<file path="config.mk">
export PLATFORM = sky130hd
export DESIGN_NAME = sonar_obstacle_avoid_decision_core
export DESIGN_NICKNAME = d
export VERILOG_FILES = /design/src/hdl/soad_pkg.sv /design/src/hdl/sonar_obstacle_avoid_decision_core.sv /design/src/hdl/soad_ram.sv /design/src/hdl/soad_scan.sv
export SDC_FILE = /design/constraint.sdc
export NUM_CORES = 1
export LEC_CHECK = 0
export ABC_AREA = 0
export BUFFER_PORTS_ARGS = -buffer_cell sky130_fd_sc_hd__buf_4
export CORE_MARGIN = 5
export CORE_UTILIZATION = 55
export CTS_BUF_LIST = sky130_fd_sc_hd__clkbuf_8
export CTS_CLUSTER_SIZE = 14
export DETAILED_ROUTE_END_ITERATION = 10
export PLACE_DENSITY = 0.8
export SLEW_MARGIN = 20
export SYNTH_ARGS = -nofsm -noshare
export SYNTH_HDL_FRONTEND = slang
export SYNTH_HIERARCHICAL = 1
export SYNTH_SLANG_ARGS = --single-unit
</file>
<file path="constraint.sdc">
create_clock -name i_clk -period 3.6 [get_ports i_clk]
set_input_delay 0.18 -clock i_clk [delete_from_list [all_inputs] [get_ports i_clk]]
set_output_delay 0.18 -clock i_clk [all_outputs]
set_load 0.01 [all_outputs]
</file>
<file path="src/hdl/soad_pkg.sv">
// Package for the sonar obstacle-avoid decision core: store geometry,
// transaction structs, register indexes, scan sequencer states and helpers.
// No dependencies.
package soad_pkg;

    // Range store geometry
    localparam int NUM_SONARS = 32;
    localparam int IDX_W      = (NUM_SONARS > 1) ? $clog2(NUM_SONARS) : 1;
    localparam int RANGE_W    = 16;
    localparam int VEL_W      = 16;
    localparam int BOUND_W    = 5;
    localparam int CFG_IDX_W  = 3;
    localparam int CFG_DATA_W = 16;

    // Configuration register indexes
    typedef enum logic [CFG_IDX_W-1:0] {
        CFG_LEFT_BOUND     = 3'd0,
        CFG_RIGHT_BOUND    = 3'd1,
        CFG_AVOID_DISTANCE = 3'd2,
        CFG_HALT_DISTANCE  = 3'd3,
        CFG_DRIVE_SPEED    = 3'd4,
        CFG_TURN_RATE      = 3'd5
    } t_cfg_idx;

    // Input transaction
    typedef struct packed {
        logic [BOUND_W-1:0]      sensor_index;
        logic [RANGE_W-1:0]      range_value;
        logic                    bunch_end;
    } t_in_item;

    // Result transaction
    typedef struct packed {
        logic                    avoid_active;
        logic signed [VEL_W-1:0] translation_out;
        logic signed [VEL_W-1:0] rotation_out;
    } t_out_item;

    // Scan request from the top level to the sequencer
    typedef struct packed {
        logic             start;
        logic [IDX_W-1:0] lo;
        logic [IDX_W-1:0] hi;
    } t_scan_req;

    // Scan status and result back to the top level
    typedef struct packed {
        logic               busy;
        logic               done;
        logic [RANGE_W-1:0] minimum;
        logic [IDX_W-1:0]   id;
    } t_scan_res;

    // Scan sequencer states
    typedef enum logic [1:0] {
        SC_IDLE,
        SC_RUN,
        SC_DONE
    } t_scan_state;

    // Saturate a bound to the last sonar of the store
    function automatic logic [IDX_W-1:0] clamp_bound(input logic [BOUND_W-1:0] b);
        logic [IDX_W-1:0] r;
        if (int'(b) >= NUM_SONARS) begin
            r = IDX_W'(NUM_SONARS - 1);
        end else begin
            r = IDX_W'(b);
        end
        return r;
    endfunction

endpackage

</file>
<file path="src/hdl/sonar_obstacle_avoid_decision_core.sv">
// Top level of the sonar obstacle-avoid decision core: configuration
// registers, range store with valid bits, decision and output register.
// Depends on soad_pkg, soad_ram and soad_scan.
//
//  channel  | signals                                   | direction
//  ---------+-------------------------------------------+----------
//  in       | i_in_valid, o_in_stall, i_in (t_in_item)  | into core
//  out      | o_out_valid, i_out_stall, o_out           | out of core
//  cfg      | i_cfg_valid, o_cfg_ready, i_cfg_index,    | into core
//           | i_cfg_data                                |
//
// Readings without bunch_end are taken back to back, with no stall.
// A bunch_end reading holds the input stalled while the scan walks lo to hi
// through the single store read port, and until its result is taken.
// Output register loads the result once the scan is done and the slot frees.
// Reset is synchronous; valid bits clear the range store at once.
// A stalled result holds the scan in its done state until the slot frees.
module sonar_obstacle_avoid_decision_core
    import soad_pkg::*;
(
    input  logic                  i_clk,
    input  logic                  i_rst_n,
    input  logic                  i_in_valid,
    output logic                  o_in_stall,
    input  t_in_item              i_in,
    output logic                  o_out_valid,
    input  logic                  i_out_stall,
    output t_out_item             o_out,
    input  logic                  i_cfg_valid,
    output logic                  o_cfg_ready,
    input  logic [CFG_IDX_W-1:0]  i_cfg_index,
    input  logic [CFG_DATA_W-1:0] i_cfg_data
);

    logic [BOUND_W-1:0]      r_left_bound;
    logic [BOUND_W-1:0]      r_right_bound;
    logic [RANGE_W-1:0]      r_avoid_dist;
    logic [RANGE_W-1:0]      r_halt_dist;
    logic signed [VEL_W-1:0] r_drive_speed;
    logic signed [VEL_W-1:0] r_turn_rate;

    logic [NUM_SONARS-1:0]   r_valid;
    logic                    r_rd_ok;
    logic                    r_out_valid, n_out_valid;
    t_out_item               r_out,       n_out;

    logic                    in_accept;
    logic                    store_we;
    logic [IDX_W-1:0]        store_waddr;
    logic [IDX_W-1:0]        rd_addr;
    logic [RANGE_W-1:0]      ram_q;
    logic [RANGE_W-1:0]      rd_data;
    t_scan_req               scan_req;
    t_scan_res               scan_res;
    logic                    out_load;

    logic [IDX_W-1:0]        lb, rb;
    logic [IDX_W-1:0]        dl, dr;
    logic signed [VEL_W-1:0] neg_turn;

    // Accept readings only while the scan is idle
    assign o_in_stall  = scan_res.busy;
    assign in_accept   = i_in_valid && !o_in_stall;
    assign o_cfg_ready = 1'b1;

    // Configuration registers
    always_ff @(posedge i_clk) begin
        if (!i_rst_n) begin
            r_left_bound  <= '0;
            r_right_bound <= BOUND_W'(31);
            r_avoid_dist  <= '0;
            r_halt_dist   <= '0;
            r_drive_speed <= '0;
            r_turn_rate   <= '0;
        end else if (i_cfg_valid && o_cfg_ready) begin
            case (i_cfg_index)
                CFG_LEFT_BOUND:     r_left_bound  <= i_cfg_data[BOUND_W-1:0];
                CFG_RIGHT_BOUND:    r_right_bound <= i_cfg_data[BOUND_W-1:0];
                CFG_AVOID_DISTANCE: r_avoid_dist  <= i_cfg_data;
                CFG_HALT_DISTANCE:  r_halt_dist   <= i_cfg_data;
                CFG_DRIVE_SPEED:    r_drive_speed <= i_cfg_data;
                CFG_TURN_RATE:      r_turn_rate   <= i_cfg_data;
                default: ;
            endcase
        end
    end

    // Store the reading if its sensor lies inside the store
    assign store_we    = in_accept && (int'(i_in.sensor_index) < NUM_SONARS);
    assign store_waddr = IDX_W'(i_in.sensor_index);

    soad_ram #(
        .WIDTH (RANGE_W),
        .DEPTH (NUM_SONARS)
    ) u_store (
        .i_clk   (i_clk),
        .i_we    (store_we),
        .i_waddr (store_waddr),
        .i_wdata (i_in.range_value),
        .i_raddr (rd_addr),
        .o_rdata (ram_q)
    );

    // Valid bits: an entry never written reads as zero
    always_ff @(posedge i_clk) begin
        if (!i_rst_n) begin
            r_valid <= '0;
        end else if (store_we) begin
            r_valid[store_waddr] <= 1'b1;
        end
    end

    always_ff @(posedge i_clk) begin
        r_rd_ok <= r_valid[rd_addr];
    end

    assign rd_data = r_rd_ok ? ram_q : '0;

    // Scan window from the saturated bounds
    assign lb          = clamp_bound(r_left_bound);
    assign rb          = clamp_bound(r_right_bound);
    assign scan_req.start = in_accept && i_in.bunch_end;
    assign scan_req.lo    = (lb < rb) ? lb : rb;
    assign scan_req.hi    = (lb < rb) ? rb : lb;

    soad_scan u_scan (
        .i_clk     (i_clk),
        .i_rst_n   (i_rst_n),
        .i_req     (scan_req),
        .i_ack     (out_load),
        .i_rd_data (rd_data),
        .o_rd_addr (rd_addr),
        .o_res     (scan_res)
    );

    // Decide on the found minimum
    assign dl       = (lb >= scan_res.id) ? (lb - scan_res.id) : (scan_res.id - lb);
    assign dr       = (rb >= scan_res.id) ? (rb - scan_res.id) : (scan_res.id - rb);
    assign neg_turn = (r_turn_rate == {1'b1, {(VEL_W-1){1'b0}}}) ?
                      {1'b0, {(VEL_W-1){1'b1}}} : -r_turn_rate;

    always_comb begin
        n_out = r_out;
        if (out_load) begin
            if (scan_res.minimum < r_avoid_dist) begin
                n_out.avoid_active    = 1'b1;
                n_out.translation_out = (scan_res.minimum < r_halt_dist) ?
                                        '0 : r_drive_speed;
                n_out.rotation_out    = (dl > dr) ? r_turn_rate : neg_turn;
            end else begin
                n_out.avoid_active    = 1'b0;
                n_out.translation_out = '0;
                n_out.rotation_out    = '0;
            end
        end
    end

    // Output register: load when the slot is free or being emptied
    assign out_load    = scan_res.done && (!r_out_valid || !i_out_stall);
    assign n_out_valid = out_load || (r_out_valid && i_out_stall);

    always_ff @(posedge i_clk) begin
        if (!i_rst_n) begin
            r_out_valid <= 1'b0;
        end else begin
            r_out_valid <= n_out_valid;
        end
    end

    always_ff @(posedge i_clk) begin
        r_out <= n_out;
    end

    assign o_out_valid = r_out_valid;
    assign o_out       = r_out;

    // A bunch end starts a scan and stalls the input
    a_bunch_stalls: assert property (@(posedge i_clk) disable iff (!i_rst_n)
        (i_in_valid && !o_in_stall && i_in.bunch_end) |=> o_in_stall)
        else $error("bunch end did not start a scan");

    // A fresh result only follows a finished scan
    a_out_from_scan: assert property (@(posedge i_clk) disable iff (!i_rst_n)
        $rose(o_out_valid) |-> $past(scan_res.done))
        else $error("result appeared without a finished scan");

    // An inactive result carries zero velocities
    a_inactive_zero: assert property (@(posedge i_clk) disable iff (!i_rst_n)
        (o_out_valid && !o_out.avoid_active) |->
            (o_out.translation_out == '0) && (o_out.rotation_out == '0))
        else $error("inactive result with non-zero velocity");

endmodule

</file>
<file path="src/hdl/soad_ram.sv">
// Generic single-write, single-read RAM with registered read data.
// No dependencies.
module soad_ram #(
    parameter int WIDTH = 16,
    parameter int DEPTH = 32
) (
    input  logic                                   i_clk,
    input  logic                                   i_we,
    input  logic [((DEPTH > 1) ? $clog2(DEPTH) : 1)-1:0] i_waddr,
    input  logic [WIDTH-1:0]                       i_wdata,
    input  logic [((DEPTH > 1) ? $clog2(DEPTH) : 1)-1:0] i_raddr,
    output logic [WIDTH-1:0]                       o_rdata
);

    logic [WIDTH-1:0] r_mem [DEPTH];

    // Write port
    always_ff @(posedge i_clk) begin
        if (i_we) begin
            r_mem[i_waddr] <= i_wdata;
        end
    end

    // Registered read port
    always_ff @(posedge i_clk) begin
        o_rdata <= r_mem[i_raddr];
    end

endmodule

</file>
<file path="src/hdl/soad_scan.sv">
// Minimum-search sequencer: walks the range store from lo to hi through one
// shared comparator, one entry a cycle. Depends on soad_pkg.
module soad_scan
    import soad_pkg::*;
(
    input  logic               i_clk,
    input  logic               i_rst_n,
    input  t_scan_req          i_req,
    input  logic               i_ack,
    input  logic [RANGE_W-1:0] i_rd_data,
    output logic [IDX_W-1:0]   o_rd_addr,
    output t_scan_res          o_res
);

    t_scan_state        r_state,      n_state;
    logic [IDX_W-1:0]   r_addr,       n_addr;
    logic [IDX_W-1:0]   r_hi,         n_hi;
    logic               r_pend,       n_pend;
    logic [IDX_W-1:0]   r_pidx,       n_pidx;
    logic               r_issue_done, n_issue_done;
    logic               r_first,      n_first;
    logic [RANGE_W-1:0] r_min,        n_min;
    logic [IDX_W-1:0]   r_id,         n_id;

    // Control state
    always_ff @(posedge i_clk) begin
        if (!i_rst_n) begin
            r_state      <= SC_IDLE;
            r_pend       <= 1'b0;
            r_issue_done <= 1'b0;
        end else begin
            r_state      <= n_state;
            r_pend       <= n_pend;
            r_issue_done <= n_issue_done;
        end
    end

    // Datapath registers
    always_ff @(posedge i_clk) begin
        r_addr  <= n_addr;
        r_hi    <= n_hi;
        r_pidx  <= n_pidx;
        r_first <= n_first;
        r_min   <= n_min;
        r_id    <= n_id;
    end

    // Sequence address issue and compare
    always_comb begin
        n_state      = r_state;
        n_addr       = r_addr;
        n_hi         = r_hi;
        n_pend       = r_pend;
        n_pidx       = r_pidx;
        n_issue_done = r_issue_done;
        n_first      = r_first;
        n_min        = r_min;
        n_id         = r_id;
        case (r_state)
            SC_IDLE: begin
                n_pend = 1'b0;
                if (i_req.start) begin
                    n_addr       = i_req.lo;
                    n_hi         = i_req.hi;
                    n_issue_done = 1'b0;
                    n_first      = 1'b1;
                    n_state      = SC_RUN;
                end
            end
            SC_RUN: begin
                // issue the next read
                if (!r_issue_done) begin
                    n_pend = 1'b1;
                    n_pidx = r_addr;
                    if (r_addr == r_hi) begin
                        n_issue_done = 1'b1;
                    end else begin
                        n_addr = r_addr + 1'b1;
                    end
                end else begin
                    n_pend = 1'b0;
                end
                // compare the entry that has come back; first strict minimum wins
                if (r_pend) begin
                    if (r_first || (i_rd_data < r_min)) begin
                        n_min = i_rd_data;
                        n_id  = r_pidx;
                    end
                    n_first = 1'b0;
                    if (r_pidx == r_hi) begin
                        n_pend  = 1'b0;
                        n_state = SC_DONE;
                    end
                end
            end
            SC_DONE: begin
                if (i_ack) begin
                    n_state = SC_IDLE;
                end
            end
            default: begin
                n_state = SC_IDLE;
            end
        endcase
    end

    assign o_rd_addr     = r_addr;
    assign o_res.busy    = (r_state != SC_IDLE);
    assign o_res.done    = (r_state == SC_DONE);
    assign o_res.minimum = r_min;
    assign o_res.id      = r_id;

endmodule

</file>
# Yosys cells after proc, flatten, opt, wreduce, memory -nomap -nowiden
# Memory sizes are Yosys's and may differ from the RTL's. A register that Yosys moved wholly into a read port is not among the register bits.
# Index checks and enable logic that the tools add are counted.
word_totals:
  elab_cells: 121
  n_memories: 1
  mem_bits_rw: 512
  out_inout_bits: 36
  reg_bits: 182
  in_bits: 46
mem_list:
  columns: ["name", "depth", "width", "read_ports", "rd_ports_with_merged_regs", "write_ports", "line", "text"]
  rows:
  - ["u_store.r_mem", 32, 16, 1, 1, 1, "soad_ram.sv:15", "logic [WIDTH-1:0] r_mem [DEPTH];"]
op_classes:
  n_reduce_logical: 29
  n_lt_le_gt_ge: 10
  eq_ne: 16
  n_bitwise: 3
  n_mux: 35
  n_addsub: 6
op_table:
  columns: ["operator", "count"]
  rows:
  - ["two-way mux 16 bit", 4]
  - ["< comparator 16 bit", 3]
  - ["two-way mux 5 bit", 7]
  - ["two-way mux 33 bit", 1]
  - ["OR 32 bit", 1]
  - ["subtractor 5 bit", 4]
  - ["AND reduction 2 bit", 9]
  - ["== test 16 bit, second input constant", 1]
  - ["negator 16 bit", 1]
  - ["< comparator 5 x 6 -> 1 bit, second input constant", 2]
  - ["two-way mux 1 bit", 12]
  - ["== test 5 bit", 2]
  - ["greater-or-equal comparator 5 bit", 2]
  - ["one-hot mux 5 bit (2 select lines)", 1]
  - ["two-way mux 2 bit", 4]
  - ["AND reduction 4 bit", 2]
  - ["== test 3 x 2 -> 1 bit, second input constant", 2]
  - ["== test 3 bit, second input constant", 2]
  - ["!= test 2 x 1 -> 1 bit, second input constant", 3]
  - ["!= test 2 bit, second input constant", 3]
  - ["one-hot mux 1 bit (2 select lines)", 3]
  - ["one-hot mux 2 bit (3 select lines)", 1]
  - ["AND reduction 3 bit", 2]
  - ["adder 5 x 1 -> 5 bit, second input constant", 1]
  - ["16 further kinds", 26]

# Depth between registers and ports, before layout
# Gate-level depths: netlist of run 1.
logic_depth:
  ltp_word: 6
  mapped_depth: 16
  depth_no_buf: 15

# Hierarchy
# Netlist of run 1, hierarchy kept.
by_module_without_submodules:
  columns: ["mod", "cells_each", "instances", "seq_area_each_um2", "area_each_um2"]
  rows:
  - ["soad_ram", 1143, 1, 15695.1, 20534.7]
  - ["sonar_obstacle_avoid_decision_core", 920, 1, 3153.0, 8077.7]
  - ["soad_scan", 149, 1, 1191.1, 1918.1]

# Worst setup path after synthesis of run 1
# No wires, ideal clock.
synth_timing:
  path_kind: "register to register"
  from: "register u_scan.r_state[1]"
  to: "register r_out, in the netlist o_out[0] (enable)"
  arrival_time_ns: 3.051
  stages_incl_launch_ff: 3
  synth_period_minus_slack_ns: 3.528
  setup_time_ns: 0.476
  path_buffers: 0
  setup_slack_ns: 0.072
  cell_sequence: "dfxtp_1 -> and2b_1 -> a21boi_0"
synth_rtl:
  columns: ["element", "line", "text"]
  rows:
  - ["from (decl)", "soad_scan.sv:15", "t_scan_state r_state, n_state;"]
  - ["from (signal assigned)", "soad_scan.sv:32", "r_state <= n_state;"]
  - ["to (signal assigned)", "sonar_obstacle_avoid_decision_core.sv:171", "r_out <= n_out;"]
  - ["to (decl)", "sonar_obstacle_avoid_decision_core.sv:45", "t_out_item r_out, n_out;"]

# Worst setup path in the final report of run 1
layout_timing:
  from: "register r_right_bound[3]"
  to: "register r_out, in the netlist o_out[11], data pin"
layout_between:
  elab_chain_len: 4
  word_cells_on_any_way: 6
layout_rtl:
  columns: ["element", "line", "text"]
  rows:
  - ["from (decl)", "sonar_obstacle_avoid_decision_core.sv:36", "logic [BOUND_W-1:0] r_right_bound;"]
  - ["from (signal assigned)", "sonar_obstacle_avoid_decision_core.sv:78", "CFG_RIGHT_BOUND: r_right_bound <= i_cfg_data[BOUND_W-1:0];"]
  - ["subtractor 5 bit / greater-or-equal comparator 5 bit (equally long branches)", "sonar_obstacle_avoid_decision_core.sv:138", "assign dr = (rb >= scan_res.id) ? (rb - scan_res.id) : (scan_res.id - rb);"]
  - ["two-way mux 5 bit *", "sonar_obstacle_avoid_decision_core.sv:138", null]
  - ["greater-than comparator 5 bit *", "sonar_obstacle_avoid_decision_core.sv:149", "n_out.rotation_out = (dl > dr) ? r_turn_rate : neg_turn;"]
  - ["two-way mux 16 bit *", "sonar_obstacle_avoid_decision_core.sv:149", null]
# Mark *: on every way between the ends. The rest lies on a longest branch, timed or not.
# A chain may end at the register's enable or synchronous reset.

==> results of run 1 <==
[power groups by stage]
stage	clock network [uW]	logic [uW]	registers, uW
after floorplan	0	989	9210
after global placement	0	1440	9230
after global routing	7150	1640	9070
after CTS	6780	1520	9070
final	6660	1540	9070
after detailed placement	0	1470	9240
[state kept, by name, indices dropped and copies added (netlist names), 2 cells and up]
name / cells
lb: 5
u_store/r_mem: 512
r_turn_rate: 16
u_scan/r_pidx: 5
u_store/o_rdata: 16
u_scan/r_hi: 5
r_drive_speed: 16
r_right_bound: 5
o_out: 33
r_valid: 32
u_scan/o_rd_addr: 5
r_halt_dist: 16
r_avoid_dist: 16
u_scan/r_id: 5
u_scan/r_min: 16
u_scan/r_state: 2
[critical path, delay by kind of cell, from the launching register on]
family,cells,cell delay [ps]
fa+ha+maj,2,680
buf+inv,2,300
flops,1,370
simple gates,3,590
xor+xnor,1,160
mux,1,160
compound gates,5,900
[logic make-up (layout without fill, tap and decap cells)]
family	Yosys count	after routing
AND/OR/NAND/NOR	530	530
buffers and inverters	199	471
multiplexers	278	278
flip-flops	710	710
XOR/XNOR	19	19
other	1	1
adder cells (fa/ha/maj)	78	78
AO/OA/AOI/OAI	397	397
[cell usage after synthesis (4+ instances only)]
master | instances | area (sq um)
o311a_1 | 10 | 100
nor2_1 | 71 | 267
nand2b_1 | 9 | 56.3
xnor2_1 | 12 | 105
nor3b_1 | 6 | 45.0
nand3_1 | 79 | 395
a21o_1 | 8 | 60.1
fa_1 | 4 | 80.1
nand2_1 | 211 | 792
or3_1 | 7 | 43.8
a21oi_1 | 106 | 531
a22oi_1 | 65 | 488
buf_12 | 5 | 100
edfxtp_1 | 582 | 17500
nand4_1 | 33 | 206
buf_6 | 6 | 67.6
a211oi_1 | 5 | 37.5
o21a_1 | 19 | 143
or2_2 | 5 | 31.3
mux4_2 | 10 | 225
a21boi_0 | 52 | 390
o211ai_1 | 7 | 52.6
o21bai_1 | 5 | 37.5
buf_4 | 20 | 150
and2_1 | 18 | 113
buf_2 | 19 | 95.1
ha_1 | 74 | 926
mux2i_1 | 266 | 2660
nor3_1 | 30 | 150
clkbuf_1 | 60 | 225
o21ai_0 | 18 | 90.1
buf_8 | 6 | 90.1
a21boi_1 | 16 | 120
a22o_1 | 32 | 280
a31oi_1 | 18 | 113
nor2b_1 | 29 | 181
xor2_1 | 7 | 61.3
a2111o_1 | 10 | 113
dfxtp_1 | 128 | 2560
a311oi_1 | 10 | 87.6
nand3b_1 | 8 | 60.1
inv_1 | 80 | 300
[timing repair]
action | CTS | global route
endpoints found under the setup margin | 0 | 16
buffers inserted | 0 | 1
hold buffers | 43 | 0
endpoints found under the hold margin | 645 | 0
gates resized for setup | 0 | 12
[stage by stage]
step	TNS, ps	util
6_report	0	0.630
3_5_place_dp	0	0.581
3_3_place_gp	0	0.581
2_1_floorplan	0	-
5_1_grt	-20.8	0.630
4_1_cts	0	0.629
[area by class of cell]
type                    count  share of cell area
inverters                  81             0.00876
multi-input cells        1303               0.275
clock inverters            77              0.0155
clock buffers             121              0.0480
well taps                 748              0.0270
repair buffers            192              0.0486
flip-flops and latches    710               0.577
[final timing paths]
check,cells past startpoint,end
worst max register to register,14,o_out[11]
worst min register to register,2,r_halt_dist[5]
worst max-delay path,14,o_out[11]
worst min-delay path,5,r_drive_speed[3]
[per-layer routing]
layer / up-vias / GRT usage / part of all wire
met5: - / 0 / 0.00010
li1: 8729 / - / -
met3: 135 / 0.0424 / 0.072
met2: 828 / 0.384 / 0.49
met1: 9369 / 0.297 / 0.41
met4: 2 / 0.0707 / 0.026
==> results.ini, run 1 <==
[clock_network]
cts-buffers-inserted=110
root_buffer_cell=clkbuf_8
path_clk_slew_ps=70
htreeDepth=3
cts_tree=done
cts.sink_count=710
cts_max_path_buffers=3
insertion_delay_ps=730

[floorplan]
effective_utilization_at_floorplan=0.554
fp.dieW_um=246
placementRows=86
dieHeight_um=246
design.core.area_sq_mm=0.0551
design.die.area_sq_mm=0.0603
boundaryPins=82

[placement]
place_worst_setup_slack_ps=61.7
placedCellCount=2990
placement.io_buffers=80
place_hpwl_mm=43.2
placement.cell_area_sq_mm=0.0320
finalWeightedCongestion=0.859

[logic_synthesis]
synth_enable_flop_cells=582
postSynthRegisterBits=710
postSynthCellCount=2212
synth_simple_gate_area_frac=0.0841
net_count_synth=2336
ys.warnings.count=6
synth_flop_cell=edfxtp_1
count_of_unique_library_cells_instantiated_by_yosys=76
yosys.area_share.xor_xnor=0.00545
dominant_combinational_cell_family_by_area_after_synthesis=multiplexers
synth.yosys.seq_area_share=0.656
postSynth.asyncResetShare=0
compound_gate_fraction_of_synth_area=0.0916
fraction_of_the_mapped_netlist_area_in_adder_cells=0.0329
yosys-mux-area-fraction=0.0953
mappedNetlistArea_sq_mm=0.0305
syn_area_per_cell_sq_um=13.8

[cells_and_area]
layout.cell_area.non_filler_sq_mm=0.0347
final_cell_count_no_fill=3232
commonest_cells_after_routing_fill_and_taps_aside=edfxtp_1, mux2i_1, nand2_1, buf_4, dfxtp_1
antenna-diode-count=0
layout.cells.most_common=edfxtp_1
post_route_cells_drive_above_1_share=0.138
multi_input_comb_area_sq_mm=0.00955
area_growth_syn_to_layout_pct=13.7
seq_area_sq_mm=0.0200
finalNetCount=2522
filler_cell_count=4046

[hold_path]
hp-start=i_cfg_index[1]
holdCritPathClass=in2reg

[worst_setup_path]
critical-path-top-cell-by-count=ha_1
required_ps=4110
critical_path.max_fanout=31
worst_setup_path_end_kind=register
sequence_of_cells_on_the_critical_path=inv_1 > ha_1 > or2_2 > a21oi_2 > a31oi_2 > mux2i_1 > xor2_1 > ha_1 > nand3_1 > o221ai_1 > o221ai_2 > buf_12 > nor3b_2 > a211oi_1
crit_path_start=r_right_bound[3]
timing.rr.start=r_right_bound[3]
critPathKind=reg2reg
critical_path.slowest_cell=dfxtp_2
cpPeakStageDelay_ps=370
start_kind=register
worstPathArrival_ps=3880
r2r_setup_slack_ps=230

[detailed_routing]
route.antenna.remaining_nets=0
route.detailed.wl_per_inst_um=21.6
drt-pass1-iter-count=5
via_count=19063
detail_route.drc_violations=0
drt-initial-drc-count=1710
vias_per_cell=5.90
wirelength_mm=69.7

[timing]
max-slew-margin-rel=0.307
drv_slew=0
final_layout_worst_hold_slack_ps=54.7
max_slew.worst_pin.slew_ps=1040
finalCritPeriodShare=0.936
total_count_of_hold_check_failures_in_the_final_report=0
fmaxAchievable_mhz=297
finalCriticalPeriod_ps=3370
setup_ws_ps=229
finClkSkew_ps=44.9
final-setup-viol-count=0

[job]
drv.max_cap_violation_count=0

[grt]
groute.usage.overall=0.226
grt-ovfl-total=0
grt_max_degree=112
grt_pass1_wl_mm=106
number_of_global_route_vias_before_repair=18925
antenna_found_initial=1

[pwr]
pwr-share-clk=0.386
power.share.switching=0.237
p_comb_frac=0.089
total_power_uw=17300
internal_power_uw=13200
total_leakage_power_uw=0.0126
vdd_ir_drop_max_uv=481
power_frac_seq=0.525
total_switching_power_uw=4090
power_density_mw_per_mm2=498

[outcome]
status=finished, final reports clean

(Power assumes the default switching activity.)
==> run 2, diff against run 1 <==
CORE_MARGIN = 8   (was 5)
RECOVER_POWER = 50   (was unset)
==> results.ini, run 2 (same netlist as run 1, synthesis figures left out) <==
[outcome]
status=finished with violations
violated_checks=capacitance limit, slew limit

[clock_network]
insertion_delay_ps=720  ; about the same
path_clk_slew_ps=70  ; about the same
root_buffer_cell=clkbuf_8
htreeDepth=3  ; unchanged
cts.sink_count=710  ; unchanged
cts-buffers-inserted=109  ; -0.91%
cts_max_path_buffers=3  ; unchanged
cts_tree=done

[grt]
grt-ovfl-total=0  ; unchanged
number_of_global_route_vias_before_repair=19072  ; +0.78%
grt_max_degree=112  ; unchanged
antenna_found_initial=0  ; -1
groute.usage.overall=0.212  ; -0.0134
grt_pass1_wl_mm=106  ; -0.53%

[floorplan]
design.core.area_sq_mm=0.0550  ; -0.20%
dieHeight_um=252  ; +2.4%
fp.dieW_um=252  ; +2.4%
boundaryPins=82  ; unchanged
placementRows=86  ; unchanged
effective_utilization_at_floorplan=0.555  ; +0.00108
design.die.area_sq_mm=0.0633  ; +4.9%

[pwr]
pwr-share-clk=0.383  ; -0.003
power_density_mw_per_mm2=499  ; +0.20%
vdd_ir_drop_max_uv=441  ; -8.3%
total_leakage_power_uw=0.0123  ; -2.0%
p_comb_frac=0.089  ; about the same
power_frac_seq=0.528  ; +0.003
power.share.switching=0.238  ; +0.00124
internal_power_uw=13100  ; -0.82%
total_switching_power_uw=4080  ; -0.14%

[timing]
grt_setup_unrepaired=no
setup_tns_ps=0  ; unchanged
finClkSkew_ps=38.5  ; -6.47 ps
drv_slew=414  ; +414
finalCriticalPeriod_ps=3370  ; +4.39 ps
max_slew.worst_pin.slew_ps=1780  ; +736 ps
total_count_of_hold_check_failures_in_the_final_report=0  ; unchanged
max-slew-margin-rel=-0.184  ; -0.491
final-setup-viol-count=0  ; unchanged
setup_ws_ps=225  ; -4.39 ps
fmaxAchievable_mhz=296  ; -0.13%
finalCritPeriodShare=0.937  ; +0.00122

[cells_and_area]
layout.cells.most_common=edfxtp_1
max_flop_register=u_store/r_mem
area_growth_syn_to_layout_pct=12.7
commonest_cells_after_routing_fill_and_taps_aside=edfxtp_1, mux2i_1, nand2_1, dfxtp_1, clkbuf_8
largest_register_ffs=512  ; unchanged
post_route_cells_drive_above_1_share=0.116  ; -0.0222
filler_cell_count=3958  ; -2.2%
finalNetCount=2521  ; -0.040%

[detailed_routing]
drt-initial-drc-count=1763  ; +3.1%
wirelength_mm=68.7  ; -1.5%
drt-pass1-iter-count=5  ; unchanged
detail_route.drc_violations=0  ; unchanged
via_count=19084  ; +0.11%
route.antenna.remaining_nets=0  ; unchanged
route.detailed.wl_per_inst_um=21.2  ; -1.6%
vias_per_cell=5.90  ; about the same

[worst_setup_path]
worst_setup_path_end_kind=register
reg2reg_depth=13  ; -1
critPathKind=reg2reg
required_ps=4110  ; about the same
timing.rr.start=r_right_bound[2]
regToRegEndpoint=o_out[13]
r2r_setup_slack_ps=230  ; about the same
start_kind=register
critical_path.max_fanout=31  ; unchanged
worstPathArrival_ps=3890  ; about the same

[placement]
place_hpwl_mm=43.3  ; +0.27%
finalWeightedCongestion=0.891  ; +3.7%
place_worst_setup_slack_ps=39.3  ; -22.4 ps
placement.io_buffers=80  ; unchanged

[job]
drv.max_cap_violation_count=12  ; +12

[hold_path]
hold_end=r_valid[8]
hp-start=i_in[21]
hold_path_depth=4  ; -1
holdCritPathClass=in2reg

run 2: changes by cell type in the layout (fill, tap and decap cells not counted), sizes merged:
cell,before,now
diode,0,1
inv,123,125
bufinv,7,5
clkbuf,121,179
buf,149,95
dlygate4sd3,43,41
run 2: how the worst max path moves through the flow:
stage | startpoint | endpoint
global route | r_right_bound[3] | o_out[11]
CTS | u_scan/r_id[1] | o_out[13]
global placement | u_scan/r_id[1] | o_out[13]
floorplan | u_scan/r_state[1] | o_out[0]
detailed placement | r_right_bound[1] | o_out[13]
finish | r_right_bound[2] | o_out[13]
run 2: final cells by class:
type,instances,area [sq um],share of cell area
timing repair buffer,192,1420,0.0413
antenna,1,2.50,0.0000727
clock buffer,123,1690,0.0492
tap,748,936,0.0272
inverter,81,304,0.00883
sequential,710,20000,0.582
multi-input combinational,1303,9520,0.277
clock inverter,77,493,0.0143
run 2: critical path, stage by stage, from the launching register on:
cell and delay, ps:
dfxtp_1 410, inv_1 150, ha_2 420, a311oi_2 130, a31oi_2 310, mux2i_1 280, xor2_1 100, ha_1 310
nand3_1 120, o221ai_1 230, o221ai_2 160, buf_12 190, and3_2 200, a211oi_1 200
run 2: power by group through the flow:
| stage | combinational [uW] | sequential (uW) | clock, uW |
|---|---|---|---|
| floorplan | 989 | 9210 | 0 |
| global placement | 1430 | 9220 | 0 |
| detailed placement | 1470 | 9230 | 0 |
| CTS | 1510 | 9050 | 6710 |
| global route | 1630 | 9070 | 7040 |
| finish | 1520 | 9060 | 6570 |
run 2: routing by layer:
| metal | track usage | vias up | part of all wire |
|---|---|---|---|
| met5 | 0 | - | 0 |
| met4 | 0.0737 | 0 | 0.028 |
| met3 | 0.0405 | 136 | 0.072 |
| met2 | 0.362 | 801 | 0.49 |
| met1 | 0.271 | 9407 | 0.41 |
| li1 | - | 8740 | - |
run 2: repair_timing:
action                                 CTS  global route
pin swaps                                0             2
endpoints found under the hold margin  630             0
resized for setup                        1             8
hold buffers                            41             0
buffers inserted                         0             3
setup endpoints to repair                1            16
run 2: through the flow:
step,hold slack (ps),area (sq um),power (uW),instances,utilization
4_1_cts,2.56,34600,17300,3231,0.629
3_5_place_dp,450,32000,10700,2990,0.582
3_3_place_gp,442,32000,10700,2990,0.582
2_1_floorplan,279,30500,10200,2212,-
5_1_grt,50.4,34400,17700,3234,0.626
6_report,63.9,34400,17200,3235,0.626
